[src/hw/rtl/mwdf_pkg.sv]
// Package for the multichannel window decision filter.
// Sizes, operation codes and shared types. No dependencies.
package mwdf_pkg;
  localparam int unsigned WinLen   = 8;
  localparam int unsigned Channels = 4;
  localparam int unsigned DataW    = 24;
  localparam int unsigned ChW      = 2;
  localparam int unsigned SlotW    = $clog2(WinLen);
  localparam int unsigned ChIdxW   = (Channels > 1) ? $clog2(Channels) : 1;
  localparam int unsigned Depth    = WinLen * Channels;
  localparam int unsigned AddrW    = $clog2(Depth);
  localparam int unsigned SumW     = DataW + $clog2(WinLen) + 1;
  localparam int unsigned CntW     = $clog2(WinLen + 1);
  localparam int unsigned ThrW     = 16;
  localparam logic [ThrW-1:0] ThrReset = 16'd26;

  // Reciprocal constants for the truncating divides by WinLen-2 and WinLen.
  // Rounded up; exact for every magnitude a window sum can reach.
  localparam int unsigned RecipShift = SumW + 3;
  localparam int unsigned RecipW     = RecipShift + 1;
  localparam logic [RecipW-1:0] TrimMul =
    RecipW'(((64'd1 << RecipShift) + 64'(WinLen - 3)) / 64'(WinLen - 2));
  localparam logic [RecipW-1:0] MeanMul =
    RecipW'(((64'd1 << RecipShift) + 64'(WinLen - 1)) / 64'(WinLen));

  localparam logic [2:0] OpTrim   = 3'd0;
  localparam logic [2:0] OpMode   = 3'd1;
  localparam logic [2:0] OpMedian = 3'd2;
  localparam logic [2:0] OpSmooth = 3'd3;
  localparam logic [2:0] OpMax    = 3'd4;
  localparam logic [2:0] OpMin    = 3'd5;
endpackage

[src/hw/rtl/mwdf_core.sv]
// Sequenced scan engine over one channel window held in a local register copy.
// Depends on mwdf_pkg.
module mwdf_core import mwdf_pkg::*; (
  input  logic                    clk_i,
  input  logic                    rst_ni,
  input  logic                    start_i,
  input  logic [2:0]              op_i,
  input  logic [ThrW-1:0]         thr_i,
  input  logic signed [DataW-1:0] win_i [WinLen],
  output logic                    done_o,
  output logic signed [DataW-1:0] res_o
);
  typedef enum logic [2:0] {
    S_IDLE, S_STATS, S_PAIR, S_DIV, S_QUO, S_FIN
  } state_e;

  localparam int unsigned LimW  = SumW + ThrW + 1;
  localparam int unsigned ProdW = SumW + RecipW;

  state_e state_q;
  logic signed [DataW-1:0] w_q [WinLen];
  logic [2:0]              op_q;
  logic [SlotW-1:0]        i_q, j_q;
  logic signed [SumW-1:0]  sum_q;
  logic signed [DataW-1:0] mx_q, mn_q, pick_q;
  logic [CntW-1:0]         c_q, best_q;
  logic signed [SumW-1:0]  num_q, quo_q;
  logic signed [DataW-1:0] held_q;
  logic signed [DataW-1:0] res_q;
  logic                    done_q;
  logic [ProdW-1:0]        prod_q;
  logic                    neg_q;
  logic [SumW-1:0]         mag, qmag;

  // Shared compare unit: element i against element j
  logic signed [DataW-1:0] a, b;
  logic eq, lt;
  assign a  = w_q[i_q];
  assign b  = w_q[j_q];
  assign eq = (a == b);
  assign lt = (b < a);

  localparam logic [SlotW-1:0] LastS = SlotW'(WinLen - 1);
  localparam logic [SlotW-1:0] MidS  = SlotW'(WinLen / 2);

  // Magnitude in, truncated quotient magnitude out of the reciprocal product
  assign mag  = $unsigned(num_q[SumW-1] ? -num_q : num_q);
  assign qmag = SumW'(prod_q >> RecipShift);

  // Smooth test, from registered mean
  logic signed [LimW-1:0] lim, dmx, dmn;
  assign lim = LimW'($signed({1'b0, thr_i})) * LimW'(quo_q);
  assign dmx = (LimW'(mx_q) - LimW'(quo_q)) <<< 8;
  assign dmn = (LimW'(quo_q) - LimW'(mn_q)) <<< 8;

  always_ff @(posedge clk_i or negedge rst_ni) begin
    if (!rst_ni) begin
      state_q <= S_IDLE;
      done_q  <= 1'b0;
      held_q  <= '0;
    end else begin
      done_q <= 1'b0;
      case (state_q)
        S_IDLE: begin
          if (start_i) begin
            w_q   <= win_i;
            op_q  <= op_i;
            i_q   <= '0;
            j_q   <= '0;
            sum_q <= '0;
            mx_q  <= win_i[0];
            mn_q  <= win_i[0];
            c_q   <= '0;
            best_q <= '0;
            pick_q <= win_i[0];
            state_q <= S_STATS;
          end
        end
        // One element a cycle: sum, max, min
        S_STATS: begin
          sum_q <= sum_q + SumW'(b);
          if (b > mx_q) mx_q <= b;
          if (b < mn_q) mn_q <= b;
          if (j_q == LastS) begin
            if (op_q == OpMode || op_q == OpMedian) begin
              i_q <= '0; j_q <= '0; state_q <= S_PAIR;
            end else begin
              num_q <= (op_q == OpTrim) ? sum_q + SumW'(b) - SumW'(mx_q > b ? mx_q : b)
                                         - SumW'(mn_q < b ? mn_q : b)
                                       : sum_q + SumW'(b);
              state_q <= S_DIV;
            end
          end else j_q <= j_q + 1'b1;
        end
        // One pair a cycle: mode counts j>=i, median rank counts all j
        S_PAIR: begin
          logic [CntW-1:0] cn;
          logic hit;
          hit = (op_q == OpMode) ? (j_q >= i_q && eq)
                                 : (lt || (eq && j_q < i_q));
          cn = c_q + CntW'(hit);
          if (j_q == LastS) begin
            c_q <= '0;
            if (op_q == OpMode) begin
              if (cn > best_q) begin best_q <= cn; pick_q <= a; end
            end else if (cn == CntW'(MidS)) pick_q <= a;
            if (i_q == LastS) state_q <= S_FIN;
            else i_q <= i_q + 1'b1;
            j_q <= '0;
          end else begin
            c_q <= cn;
            j_q <= j_q + 1'b1;
          end
        end
        // Constant divide: multiply the magnitude by the rounded-up reciprocal
        S_DIV: begin
          prod_q  <= ProdW'(mag) * ProdW'((op_q == OpTrim) ? TrimMul : MeanMul);
          neg_q   <= num_q[SumW-1];
          state_q <= S_QUO;
        end
        // Restore the sign, truncating toward zero
        S_QUO: begin
          quo_q   <= neg_q ? -$signed(qmag) : $signed(qmag);
          state_q <= S_FIN;
        end
        default: begin
          case (op_q)
            OpTrim:   res_q <= DataW'(quo_q);
            OpMode, OpMedian: res_q <= pick_q;
            OpSmooth: begin
              if (quo_q > 0 && dmx < lim && dmn < lim) begin
                held_q <= DataW'(quo_q);
                res_q  <= DataW'(quo_q);
              end else res_q <= held_q;
            end
            OpMax:    res_q <= mx_q;
            OpMin:    res_q <= mn_q;
            default:  res_q <= '0;
          endcase
          done_q  <= 1'b1;
          state_q <= S_IDLE;
        end
      endcase
    end
  end

  assign done_o = done_q;
  assign res_o  = res_q;
endmodule

[src/hw/rtl/multichannel_window_decision_filter_unit.sv]
// Top level of the multichannel window decision filter.
// Depends on mwdf_pkg and mwdf_core.
//  channel | signals                                   | direction
//  input   | in_valid_i/in_ready_o, sample/channel/op   | in
//  output  | out_valid_o/out_ready_i, decided_value     | out
//  config  | cfg_we_i, cfg_wdata_i                      | in
// The result beat for trim, smooth, max, min and the zero codes follows the
// stats walk and the divide and quotient steps, and for mode and median the
// stats walk and the pair walk: the sequencer walks the window one element
// or one pair per cycle. The next input beat is taken only after the result
// beat has left the output register and the engine has returned to idle.
// Reset clears all windows, pointers and the held smooth value at once.
// A finished result holds in the output register; the next beat is taken
// only once the engine is free.
module multichannel_window_decision_filter_unit import mwdf_pkg::*; (
  input  logic                    clk_i,
  input  logic                    rst_ni,
  input  logic                    cfg_we_i,
  input  logic [ThrW-1:0]         cfg_wdata_i,
  input  logic                    in_valid_i,
  output logic                    in_ready_o,
  input  logic signed [DataW-1:0] sample_i,
  input  logic [ChW-1:0]          channel_i,
  input  logic [2:0]              op_i,
  output logic                    out_valid_o,
  input  logic                    out_ready_i,
  output logic signed [DataW-1:0] decided_value_o
);
  logic [ThrW-1:0] thr_q;
  logic signed [DataW-1:0] win_q [Channels][WinLen];
  logic [SlotW-1:0] ptr_q [Channels];
  logic busy_q, ov_q;
  logic signed [DataW-1:0] out_q;
  logic [ChIdxW-1:0] ch;
  logic [ChW-1:0] ch_fold;
  logic signed [DataW-1:0] nwin [WinLen];
  logic done;
  logic signed [DataW-1:0] res;
  logic acc;
  logic done_seen_q;

  // Fold the channel number into range by repeated constant subtraction
  always_comb begin
    ch_fold = channel_i;
    for (int k = 0; k < (1 << ChW); k++)
      if (32'(ch_fold) >= Channels) ch_fold = ch_fold - ChW'(Channels);
  end
  assign ch = ChIdxW'(ch_fold);
  assign in_ready_o = !busy_q;
  assign acc = in_valid_i && in_ready_o;

  // Window with the new sample placed
  always_comb begin
    for (int k = 0; k < WinLen; k++)
      nwin[k] = (SlotW'(k) == ptr_q[ch]) ? sample_i : win_q[ch][k];
  end

  always_ff @(posedge clk_i or negedge rst_ni) begin
    if (!rst_ni) begin
      thr_q  <= ThrReset;
      busy_q <= 1'b0;
      ov_q   <= 1'b0;
      for (int c = 0; c < Channels; c++) begin
        ptr_q[c] <= '0;
        for (int k = 0; k < WinLen; k++) win_q[c][k] <= '0;
      end
    end else begin
      if (cfg_we_i) thr_q <= cfg_wdata_i;
      if (acc) begin
        busy_q <= 1'b1;
        win_q[ch] <= nwin;
        ptr_q[ch] <= (ptr_q[ch] == SlotW'(WinLen - 1)) ? '0 : ptr_q[ch] + 1'b1;
      end
      // Drop the beat once taken; release the engine when output is free
      if (done) begin ov_q <= 1'b1; out_q <= res; end
      else if (ov_q && out_ready_i) ov_q <= 1'b0;
      if (busy_q && !ov_q && !done && done_seen_q) busy_q <= 1'b0;
    end
  end

  always_ff @(posedge clk_i or negedge rst_ni) begin
    if (!rst_ni) done_seen_q <= 1'b0;
    else if (acc) done_seen_q <= 1'b0;
    else if (done) done_seen_q <= 1'b1;
  end

  mwdf_core u_core (
    .clk_i, .rst_ni, .start_i(acc), .op_i, .thr_i(thr_q),
    .win_i(nwin), .done_o(done), .res_o(res)
  );

  assign out_valid_o     = ov_q;
  assign decided_value_o = out_q;
endmodule

[config.mk]
export PLATFORM = sky130hd
export DESIGN_NAME = multichannel_window_decision_filter_unit
export DESIGN_NICKNAME = d
export VERILOG_FILES = /design/src/hw/rtl/mwdf_pkg.sv /design/src/hw/rtl/mwdf_core.sv /design/src/hw/rtl/multichannel_window_decision_filter_unit.sv
export SDC_FILE = /design/constraint.sdc
export NUM_CORES = 2
export LEC_CHECK = 0
export BUFFER_PORTS_ARGS = -buffer_cell sky130_fd_sc_hd__buf_2
export CORE_ASPECT_RATIO = 0.75
export CORE_UTILIZATION = 65
export CTS_BUF_LIST = sky130_fd_sc_hd__clkbuf_8
export DETAILED_ROUTE_END_ITERATION = 12
export PLACE_DENSITY_LB_ADDON = 0.05
export SLEW_MARGIN = 20
export SYNTH_ARGS = -nofsm -noshare
export SYNTH_HDL_FRONTEND = slang
export SYNTH_SLANG_ARGS = --single-unit
[constraint.sdc]
create_clock -name clk_i -period 22.8 [get_ports clk_i]
set_input_delay 3.42 -clock clk_i [delete_from_list [all_inputs] [get_ports clk_i]]
set_output_delay 3.42 -clock clk_i [all_outputs]
set_load 0.05 [all_outputs]
## Word-level counts from Yosys, hierarchy flattened

Index checks and enable logic that the tools add are counted.

| operators by class | value |
|---|---|
| add/subtract/negate cells | 11 |
| multipliers | 2 |
| $lt $le $gt $ge | 15 |
| equality and inequality tests | 34 |
| multiplexer cells | 77 |
| bitwise gates (word level) | 5 |
| reductions and logical operators | 42 |

Operators with widths:

| kind | count |
|---|---|
| 768-bit bitwise mux | 1 |
| 192-bit two-way mux | 3 |
| 24-bit two-way mux | 20 |
| 192-bit binary-select mux with 2-bit select | 1 |
| 192-bit demux with 2-bit select | 1 |
| 28-bit two-way mux | 6 |
| 24-bit binary-select mux with 3-bit select | 2 |
| 24-bit case mux with 2 select lines | 3 |
| 24-bit case mux with 5 select lines | 1 |
| 45-bit < comparator | 2 |
| 24-bit < comparator | 3 |
| 28-bit by 29-bit multiplier with 57-bit output | 1 |
| 28-bit negation | 2 |
| 28-bit case mux with 2 select lines | 1 |
| 28-bit subtractor | 2 |
| 24-bit greater-than comparator | 2 |
| 17-bit by 28-bit multiplier with 45-bit output | 1 |
| 3-bit two-way mux | 15 |
| 24-bit by 28-bit subtractor with 29-bit output | 1 |
| 28-bit by 24-bit subtractor with 29-bit output | 1 |
| 28-bit by 24-bit adder with 28-bit output | 1 |
| 28-bit by 1-bit greater-than comparator with 1-bit output, second input constant | 1 |
| 27-bit two-way mux | 1 |
| 24-bit equality test | 1 |
| 43 further kinds | 113 |

| word-level totals | value |
|---|---|
| register bits after elaboration | 1,300 |
| input port bits | 50 |
| output and inout port bits | 26 |
| logic and storage cells | 252 |

## Logic depth before layout (Yosys ltp)

| depth | value |
|---|---|
| word-level depth | 14 |
| depth in mapped cells | 41 |
| depth with buffers taken out | 36 |

## By module

A second synthesis with hierarchy kept.

| unflattened totals | value |
|---|---|
| cell total of the unflattened synthesis | 9,127 |
| area, all modules | 95,776.9 um2 |

Modules (own cells, without submodules):

| module | instances | cells each | area an instance (um2) | sequential area each (um2) |
|---|---|---|---|---|
| mwdf_core | 1 | 5,463 | 56,272.7 | 13,192.7 |
| multichannel_window_decision_filter_unit | 1 | 3,664 | 39,504.1 | 20,718.6 |

## Least setup slack after synthesis

OpenSTA, ideal clock, no wires.

| path | value |
|---|---|
| kind | input to register |
| start | in in_valid_i |
| end | reg u_core.mn_q[0], enable pin |
| setup time | 386 ps |
| data arrival time | 18,246 ps |
| required time | 22,414 ps |
| slack | 4,169 ps |
| stages on the path | 3 |
| path buffers | 0 |
| cell sequence | nand2_1 -> nor3_1 -> nand3b_1 |

| on the way | value |
|---|---|
| word-level cells in the longest chain between the ends | 3 |

Ends and longest elaborated chain:

| item | RTL line | text |
|---|---|---|
| start: declaration | multichannel_window_decision_filter_unit.sv:20 | `input logic in_valid_i,` |
| 1-bit logical AND | multichannel_window_decision_filter_unit.sv:50 | `assign acc = in_valid_i && in_ready_o;` |
| 2-bit != test (no line) | n/a |  |
| 4-bit AND reduction (no line) | n/a |  |
| end signal: assignment | mwdf_core.sv:72 | `mn_q <= win_i[0];` |
| end: declaration | mwdf_core.sv:25 | `logic signed [DataW-1:0] mx_q, mn_q, pick_q;` |

Every way passes these cells.
A chain may end at the register's enable or synchronous reset.

## Final worst setup path

| path | value |
|---|---|
| start | reg u_core.num_q[4] |
| end | reg u_core.prod_q[55], data pin |

| on the way | value |
|---|---|
| word-level cells in the longest chain between the ends | 3 |

Ends and longest elaborated chain:

| item | RTL line | text |
|---|---|---|
| start: declaration | mwdf_core.sv:27 | `logic signed [SumW-1:0] num_q, quo_q;` |
| start signal: assignment | mwdf_core.sv:88 | `num_q <= (op_q == OpTrim) ? sum_q + SumW'(b) - SumW'(mx_q > b ? mx_q : b)` |
| 28-bit negation | mwdf_core.sv:47 | `assign mag = $unsigned(num_q[SumW-1] ? -num_q : num_q);` |
| 28-bit two-way mux * | mwdf_core.sv:47 |  |
| 28-bit by 29-bit multiplier with 57-bit output * | mwdf_core.sv:117 | `prod_q <= ProdW'(mag) * ProdW'((op_q == OpTrim) ? TrimMul : MeanMul);` |
| end signal: assignment | mwdf_core.sv:117 |  |
| end: declaration | mwdf_core.sv:31 | `logic [ProdW-1:0] prod_q;` |

Mark *: on every way between the ends. The rest lies on a longest branch, timed or not.

==> run metrics <==
vias in the first global route=approximately 65000; CP Class=flip-flop to flip-flop; GRT Overall Usage=a little over a third; Post-Syn Nets=10050; routed length per instance=~23 um; Worst Path Max Fanout=6; max-slew violations=0; Synth warnings=0; adder-cell share of the synthesized area=between 20 and 25%; GR Overflow Total=0; Layout area overhead=6.532%; crit share post-route=between 40% and 50%; post-synthesis register bit count=approximately 1300; post_cts resized=0; GR Layer Usage met2=a little over half; first-pass GRT wire length=between 300000 and 400000 um; Post-CTS Hold Fix Bufs=0; Critical Path RT=about 23 ns; Clock Pin Slew Worst Setup and Hold Paths=0.07 ns; Final Skew=0.04419 ns; Synth Area in Compound Gates=under 10%; WL final=249400 um; crit start category=flip-flop; Die ar.=~0.14 mm^2; most crowded layer after global routing=met2; Die Y-Extent=around 330 um; Worst-Skew Late Latency=between 0.9 and 1 ns; most frequent CP cell=fa_1; post-route antenna net violation count=0; Worst path top cell family by delay=simple AND/OR/NAND/NOR gates; most frequent cell after synthesis=nand2_1; simple-gate share of the synthesized area=9.472%; CTS Buf Count=192; clk buf depth=3; Final Hold Fails=0; Relative slew margins=between 20% and 30%; Ports=76; Mean Syn Cell Area=~11 um^2; post-synthesis cell count=approximately 8700; RSZ-0062 raised after global routing=no; Post CTS Setup Buffer Count=0; dominant cell type by area after synthesis=dfrtp_1; pin count of the biggest net entering global routing=240; Mapped Area=between 0.09 and 0.1 mm^2; TNS Setup=0 ns; row cnt=~120; Final GP Congestion=0.9805; HP Class=flip-flop to flip-flop; CTS tree=done; dpl hpwl=between 150000 and 200000 um; Post-synth EDFFs=between 400 and 500; Initial Utilization=between 60% and 70%; fraction of layout cells with a size suffix above 1=9.847%; CP max-delay cell=nor4bb_1; xor/xnor share of the synthesized area=2.022%; mux contribution to synthesized area=a little under an eighth; Core Area=0.1406 mm^2; asr flop ratio synth=between 60% and 70%; worst-margin pin slew=~1.1 ns; DR vias=between 60000 and 70000; max-cap violations=0; Synth top area share=between 20 and 25%; status=finished with violations; Commonest cells post-synth=nand2_1, inv_1, o21ai_0; CTS Root Cell=clkbuf_8; share of the yosys chip area belonging to registers=a little under two fifths; post-synth cell types=89; PortBufs=75; Data arrival, critical path=approximately 11 ns; # setup viols final=0; Chip Width=~440 um; violated checks=design-rule violations; Layout fillers=about 10000; Primary FF master, synth=dfrtp_1; post-route minimum period=10.80 ns; Via density=roughly 6.1; initial antenna violation count=28; largest family of logic cells by synthesized area=adder cells; worst stage delay on the critical path=about 0.60 ns; GR Layer Usage met3=approximately 8.5%; Remaining DRCs=12; GR Layer Usage met1=between 50% and 60%; Crit path buffers/inverters=4; DR iter-0 viols=~6000; htree depth=4; Synth area leaders=dfrtp_1, fa_1, edfxtp_1, ha_1, mux4_2; fmax=a little over 90 MHz; First-pass DRT Iterations=11; CTS sink count=between 1000 and 1500; endpoint class of the critical path=flip-flop; # nets final=roughly 10000
[cell usage in the layout (no fill, tap or decap), drive strengths merged, types with 58 or more instances in the layout]
| master | count |
|---|---|
| nor2 | 196 |
| nor3 | 58 |
| mux4 | 290 |
| nand2 | 1214 |
| a21oi | 228 |
| nand3 | 65 |
| xor2 | 68 |
| inv | 1296 |
| buf | 189 |
| dfrtp | 824 |
| ha | 623 |
| and2 | 223 |
| mux2i | 359 |
| mux2 | 73 |
| o21ai | 895 |
| fa | 682 |
| clkbuf | 230 |
| a21o | 115 |
| edfxtp | 440 |
| xnor2 | 145 |
[path summary, 6_finish.rpt]
| path | slack [ns] | from | cells after the start | to |
|---|---|---|---|---|
| max | 12.00 | u_core.num_q[4]$_DFFE_PP_ | 31 | u_core.prod_q[55]$_DFFE_PP_ |
| min | 0.44 | u_core.res_o[0]$_SDFFCE_PN0P_ | 0 | decided_value_o[0]$_DFFE_PP_ |
| max reg2reg | 12.00 | u_core.num_q[4]$_DFFE_PP_ | 31 | u_core.prod_q[55]$_DFFE_PP_ |
| min reg2reg | 0.44 | u_core.res_o[0]$_SDFFCE_PN0P_ | 0 | decided_value_o[0]$_DFFE_PP_ |
| max in group asynchronous | 18.01 | rst_ni | 3 | win_q[391]$_DFFE_PN0P_ |
| min in group asynchronous | 2.47 | rst_ni | 1 | u_core.held_q[3]$_DFFE_PN0P_ |
[layout make-up]
class / instances / area (um^2) / share of cell area, %
Clock inverter: 134 / 799.5 / 0.8135
Antenna cell: 11 / 27.53 / 0.02801
Inverter: 1212 / 4549 / 4.629
Timing Repair Buffer: 189 / 1335 / 1.358
Clock buffer: 230 / 3166 / 3.221
Tap cell: 1875 / 2346 / 2.387
Sequential cell: 1267 / 33910 / 34.50
Multi-Input combinational cell: 5752 / 52150 / 53.06
[registers in the layout (all words and copies together) (netlist names), 4 cells and up]
signal,flops
u_core.quo_q,28
u_core.best_q,4
u_core.sum_q,28
ptr_q,12
thr_q,16
u_core.c_q,4
u_core.held_q,24
u_core.mn_q,24
u_core.w_q,192
u_core.num_q,28
u_core.mx_q,24
win_q,768
decided_value_o,24
u_core.prod_q,26
u_core.pick_q,24
u_core.res_o,24
[logic make-up after synthesis]
| kind of cell | after synthesis |
|---|---|
| AND/OR/NAND/NOR | 1972 |
| buffers and inverters | 1676 |
| AO/OA/AOI/OAI | 1540 |
| adder cells (fa/ha/maj) | 1305 |
| XOR/XNOR | 213 |
| flip-flops | 1267 |
| multiplexers | 722 |
[per-layer routing]
metal  wire (um)  vias to the layer above  part of all wire, %
met5          66                        -                0.026
met4        8083                       10                  3.2
met3       24550                      471                  9.8
met2      109600                     2762                   44
met1      107100                    32530                   43
li1            -                    29170                    -
[stage by stage]
stage | cell area [um^2] | hold slack, ns | utilization [%] | instances | setup WS [ns]
floorplan | 92250 | 0.4003 | - | 8695 | 4.169
global placement | 94270 | 0.4258 | 67.07 | 10300 | 12.28
detailed placement | 94270 | 0.4120 | 67.07 | 10300 | 12.07
CTS | 98240 | 0.4337 | 69.89 | 10660 | 12.03
global route | 98270 | 0.4442 | 69.92 | 10670 | 11.43
finish | 98280 | 0.4383 | 69.92 | 10670 | 12.00
Power is not shown: default switching activity piles up to over one toggle a cycle in this logic, so the estimate is an artifact.
